### config.mk
export PLATFORM = sky130hd
export DESIGN_NAME = idll_ctrl
export DESIGN_NICKNAME = d
export VERILOG_FILES = /design/src/rtl/core/idll_pkg.sv /design/src/rtl/core/idll_ctrl.sv
export SDC_FILE = /design/constraint.sdc
export NUM_CORES = 1
export LEC_CHECK = 0
export ABC_AREA = 0
export BUFFER_PORTS_ARGS = -buffer_cell sky130_fd_sc_hd__buf_2
export CAP_MARGIN = 10
export CORE_UTILIZATION = 42
export DETAILED_ROUTE_END_ITERATION = 8
export GPL_TIMING_DRIVEN = 1
export PLACE_DENSITY = 0.72
export SLEW_MARGIN = 20
export SYNTH_ARGS = -nofsm -noshare
export SYNTH_HDL_FRONTEND = slang
export SYNTH_SLANG_ARGS = --single-unit
### constraint.sdc
create_clock -name clock -period 1.3 [get_ports clock]
set_input_delay 0.065 -clock clock [delete_from_list [all_inputs] [get_ports clock]]
set_output_delay 0.065 -clock clock [all_outputs]
set_load 0.01 [all_outputs]
### src/rtl/core/idll_pkg.sv
// shared types, field layouts and codes for the indexed doubly linked list engine
package idll_pkg;

   // field widths
   localparam int ActionWidth = 3;
   localparam int LinkWidth   = 11;
   localparam int ValueWidth  = 32;
   localparam int IndexWidth  = 10;
   localparam int StatusWidth = 2;

   // stream data widths, padded to whole bytes
   localparam int ReqFieldBits = ActionWidth + 3 * LinkWidth + ValueWidth;
   localparam int ReqDataWidth = ((ReqFieldBits + 7) / 8) * 8;
   localparam int RspFieldBits = IndexWidth + ValueWidth + StatusWidth;
   localparam int RspDataWidth = ((RspFieldBits + 7) / 8) * 8;

   // table sizing
   localparam int DefaultTableDepth = 1024;
   localparam int IndexLimit        = 1024;

   // link value that names the sentinel
   localparam logic [LinkWidth-1:0] SentinelLink = '1;

   // action codes
   localparam logic [ActionWidth-1:0] ActBegin     = 3'd0;
   localparam logic [ActionWidth-1:0] ActLoad      = 3'd1;
   localparam logic [ActionWidth-1:0] ActInsAfter  = 3'd2;
   localparam logic [ActionWidth-1:0] ActInsBefore = 3'd3;
   localparam logic [ActionWidth-1:0] ActDelete    = 3'd4;
   localparam logic [ActionWidth-1:0] ActRewind    = 3'd5;
   localparam logic [ActionWidth-1:0] ActWalk      = 3'd6;

   // status codes
   localparam logic [StatusWidth-1:0] StatusOk      = 2'd0;
   localparam logic [StatusWidth-1:0] StatusFull    = 2'd1;
   localparam logic [StatusWidth-1:0] StatusListEnd = 2'd2;

   // request payload, first field in the lowest bits
   typedef struct packed {
      logic [ReqDataWidth-ReqFieldBits-1:0] pad;
      logic signed [LinkWidth-1:0]          prev_link;
      logic signed [LinkWidth-1:0]          next_link;
      logic signed [ValueWidth-1:0]         item_value;
      logic signed [LinkWidth-1:0]          anchor_index;
      logic [ActionWidth-1:0]               action;
   } idll_req_type;

   // response payload, first field in the lowest bits
   typedef struct packed {
      logic [RspDataWidth-RspFieldBits-1:0] pad;
      logic [StatusWidth-1:0]               status;
      logic signed [ValueWidth-1:0]         node_value;
      logic [IndexWidth-1:0]                new_index;
   } idll_rsp_type;

   // controller to datapath commands
   typedef struct packed {
      logic accept;      // take request, issue anchor and cursor reads
      logic do_begin;    // set head and tail, park the cursor, clear allocator
      logic do_rewind;   // park the cursor on the sentinel
      logic do_load;     // write a fresh slot from the request
      logic mark_full;   // answer table full
      logic link_first;  // insert: splice neighbor and fill new slot
      logic link_second; // insert: point anchor at new slot
      logic unlink;      // delete: bridge the two neighbors
      logic walk_next;   // walk: follow the cursor link
      logic walk_value;  // walk: take the value of the reached node
      logic publish;     // move the result into the output register
   } idll_cmd_type;

   // datapath to controller status
   typedef struct packed {
      logic full;
      logic walk_hit;
      logic rsp_free;
   } idll_stat_type;

endpackage

### src/rtl/core/idll_ctrl.sv
// sequencer that steps each request through its table accesses
module idll_ctrl (
   input  logic                                   clock,
   input  logic                                   reset,
   input  logic                                   req_tvalid,
   output logic                                   req_tready,
   input  logic [idll_pkg::ActionWidth-1:0]       req_action,
   input  idll_pkg::idll_stat_type                stat,
   output idll_pkg::idll_cmd_type                 cmd
);
   import idll_pkg::*;

   typedef enum logic [6:0] {
      ST_IDLE        = 7'b0000001,
      ST_LINK_FIRST  = 7'b0000010,
      ST_LINK_SECOND = 7'b0000100,
      ST_UNLINK      = 7'b0001000,
      ST_WALK_NEXT   = 7'b0010000,
      ST_WALK_VALUE  = 7'b0100000,
      ST_DONE        = 7'b1000000
   } state_type;

   state_type state_ff, state_in;
   state_type start_state;
   logic      accept;
   logic      allocates;

   // first state of a new request
   always_comb begin
      start_state = ST_DONE;
      allocates   = 1'b0;
      unique case (req_action) inside
         ActLoad: begin
            allocates = 1'b1;
         end
         ActInsAfter, ActInsBefore: begin
            allocates   = 1'b1;
            start_state = stat.full ? ST_DONE : ST_LINK_FIRST;
         end
         ActDelete: begin
            start_state = ST_UNLINK;
         end
         ActWalk: begin
            start_state = ST_WALK_NEXT;
         end
         default: begin
            start_state = ST_DONE;
         end
      endcase
   end

   // handshake and commands
   always_comb begin
      cmd             = '0;
      cmd.publish     = (state_ff == ST_DONE) && stat.rsp_free;
      req_tready      = (state_ff == ST_IDLE) || cmd.publish;
      accept          = req_tvalid && req_tready;
      cmd.accept      = accept;
      cmd.do_begin    = accept && (req_action == ActBegin);
      cmd.do_rewind   = accept && (req_action == ActRewind);
      cmd.do_load     = accept && (req_action == ActLoad) && !stat.full;
      cmd.mark_full   = accept && allocates && stat.full;
      cmd.link_first  = (state_ff == ST_LINK_FIRST);
      cmd.link_second = (state_ff == ST_LINK_SECOND);
      cmd.unlink      = (state_ff == ST_UNLINK);
      cmd.walk_next   = (state_ff == ST_WALK_NEXT);
      cmd.walk_value  = (state_ff == ST_WALK_VALUE);
   end

   // next state
   always_comb begin
      state_in = state_ff;
      unique case (state_ff)
         ST_IDLE: begin
            if (accept) state_in = start_state;
         end
         ST_LINK_FIRST: begin
            state_in = ST_LINK_SECOND;
         end
         ST_LINK_SECOND: begin
            state_in = ST_DONE;
         end
         ST_UNLINK: begin
            state_in = ST_DONE;
         end
         ST_WALK_NEXT: begin
            state_in = stat.walk_hit ? ST_WALK_VALUE : ST_DONE;
         end
         ST_WALK_VALUE: begin
            state_in = ST_DONE;
         end
         ST_DONE: begin
            if (accept) begin
               state_in = start_state;
            end else if (cmd.publish) begin
               state_in = ST_IDLE;
            end
         end
         default: begin
            state_in = ST_IDLE;
         end
      endcase
   end

   // state register
   always_ff @(posedge clock) begin
      if (reset) begin
         state_ff <= ST_IDLE;
      end else begin
         state_ff <= state_in;
      end
   end

endmodule

==> summary.md <==
| Metric | Value |
|---|---|
| Aggregate routed wire length | roughly 2800 um |
| Detail Route Antenna Nets | 0 |
| Per-cell routed wire length | around 22 um |
| Predominant post-synthesis flop cell | dfxtp_1 |
| Number of synthesized flops with an enable pin | 0 |
| Syn nets | 81 |
| Share of synthesized cell area in and, or, nand and nor gates | 0.471 |
| Synth Area in XOR/XNOR | 0.0152 |
| Post-Syn Area | 577 um^2 |
| Final slew viol count | 0 |
| Vias in the first global route | 710 |
| Worst relative slew slack | 0.725 |
| Die area | 1530 um^2 |
| Register with the most flip-flops | state_ff |
| Async S/R FF share, synth | 0 |
| Status | finished, violations left |
| Initial core utilization | 0.486 |
| Clock Tree Root | clkbuf_4 |
| Cell with the most instances after synthesis | dfxtp_1 |
| Synth cell count leaders | dfxtp_1, nor2_1, o21ai_0, nor3_1, nor4b_1 |
| Largest family of logic cells by synthesized area | simple AND/OR/NAND/NOR gates |
| Final setup vio count | 19 |
| CTS clock-pin slew for the worst setup and hold paths | 0.07 ns |
| Least-Margin Pin Slew | between 0.4 and 0.5 ns |
| Post-synthesis cell count | a little over 70 |
| # IOs | 21 |
| Largest cells by area after synthesis | dfxtp_1, nor4b_1, o21ai_0 |
| WP data arrival | 1.91 ns |
| Final clock skew | 0.0191 ns |
| Violated checks | setup timing |
| Hold bufs inserted after CTS | 0 |
| Setup TNS Final | -7.65 ns |
| Inserted Clock Buffers | 3 |
| Top-area cell type share of the netlist area | 0.243 |
| Largest register FFs | 7 |
| Post-synth top area cell | dfxtp_1 |
| Register area share after synthesis | 0.243 |
| Die Span Y | 39.1 um |
| Crit Path Category | register to output pin |
| CTS tree | done |
| Power density over cell area | between 1000 and 1500 nW/um^2 |
| Final-report hold violation count | 0 |
| Initial DRC Count | 25 |
| First-pass GRT wire length | roughly 3500 um |
| Max-Cap Viols | 0 |
| Max Fclk | 507 MHz |
| Maximum root-to-sink buffer count | 2 |
| Req. time, crit path | approximately 1.2 ns |
| Area of the multi-input gates | 547 um^2 |
| Vias/cell | 6.37 |
| Unrepaired setup endpoints after global routing | true |
| Fin crit share | 1.52 |
| Hold WC Path Type | input port to register |
| Initial antenna violation count | 0 |
| Critical path endpoint category | output pin |
| Final worst slack | -0.672 ns |
| Post-synthesis adder-cell area fraction | 0 |
| Via Count | 815 |
| Nets@finish | 124 |
| FF/Latch Area | 148 um^2 |
| Num rows | 12 |
| Critical-path maximum fanout | 4 |
| Gr ovfl total | 0 |
| CTS Sinks | 7 |
| Post-synthesis average cell area | around 8 um^2 |
| Yosys warnings | 0 |
| Largest net degree at the start of global routing | 10 |
| Ant diodes | 0 |
| First-pass DRT Iterations | 4 |
| Tmin final | slightly below 2 ns |
| Clock latency on the worst-skew pair | 0.28 ns |
| Core area | 1190 um^2 |
| FF+latch count, synth | 7 |
| Synth unique cells | 30 |
| Layout cells sized above 1 | 0.702 |
| Worst Setup Start Kind | register |
| Aggregate global-route resource usage | 0.342 |
| Regs by FF count | state_ff: 7 flops |
| Layout Area Growth over Synthesis | 89.4% |
| Maximum vdd drop | 809 uV |
| Gpl congestion | 0.817 |
| Die Width | about 40 um |
| Compound-Gate Fraction of Synth Area | 0.182 |
| DRC Markers | 0 |
| Filler cells | 48 |
| Final Hold Slack | 0.0321 ns |
| H-tree depth | 1 |
| Port bufs | 20 |
| Multiplexer share of the synthesized area | 0 |
| HPWL after detailed placement | 1160 um |
| Pleak | roughly 0.00048 uW |
| Setup WS pre-CTS | -0.311 ns |
[report_power, final]
part / leakage, uW / total [uW] / switching (uW) / internal [uW]
Sequential: 0.0000583 / 252 / 18.2 / 234
Combinational: 0.000400 / 636 / 309 / 327
Clock: 0.0000177 / 223 / 109 / 114
Total: 0.000477 / 1110 / 437 / 674
[worst max-delay path, cell delays in order (launching register included)]
cell and delay [ns]:
dfxtp_2 0.33, or3_4 0.41, a2111oi_4 0.33, nand3b_4 0.18, nor3_4 0.21, buf_2 0.16
[cell families after synthesis]
logic type             Yosys count
buffers and inverters            9
flip-flops                       7
AO/OA/AOI/OAI                   14
AND/OR/NAND/NOR                 41
XOR/XNOR                         1
[path summary, 6_finish.rpt]
path	startpoint	endpoint	slack [ns]	cells past startpoint
max	state_ff[3]	cmd[7]	-0.67	5
min	req_action[1]	state_ff[3]	0.03	2
max reg2reg	state_ff[3]	state_ff[3]	-0.40	5
min reg2reg	state_ff[1]	state_ff[1]	0.81	4
[cell type report]
cell class	instances	area share
clock buffer	3	0.0206
inverter	3	0.0103
multi-input combinational	56	0.501
tap	14	0.0160
timing repair buffer	44	0.313
clock inverter	1	0.00458
sequential	7	0.135
[through the flow]
step	utilization	power, uW	instance area [um^2]	std cells
floorplan	-	456	584	72
global placement	0.647	587	767	114
detailed placement	0.647	592	767	114
CTS	0.813	920	965	123
global route	0.921	1150	1090	128
finish	0.921	1110	1090	128
[cell usage in the layout, fill, tap and decap left out, drive strengths merged, types with 4 or more instances in the layout]
| cell | n |
|---|---|
| dfxtp | 7 |
| nand2b | 4 |
| nor3 | 5 |
| nor4 | 4 |
| buf | 44 |
| nor2 | 6 |
| o21ai | 6 |
| nor4b | 5 |
[repair_timing]
| item | CTS | global route |
|---|---|---|
| pin swaps | 10 | 9 |
| buffers inserted | 5 | 5 |
| gates resized for setup | 31 | 19 |
| endpoints found under the setup margin | 19 | 19 |
[metal layers]
metal  track usage  vias up  part of all wire
li1              -      348                 -
met4         0.181        0             0.046
met1         0.390      385              0.39
met2         0.554       66              0.48
met5             0        -                 0
met3         0.116       16             0.085
Note: power is estimated with default switching activity, not from simulation.
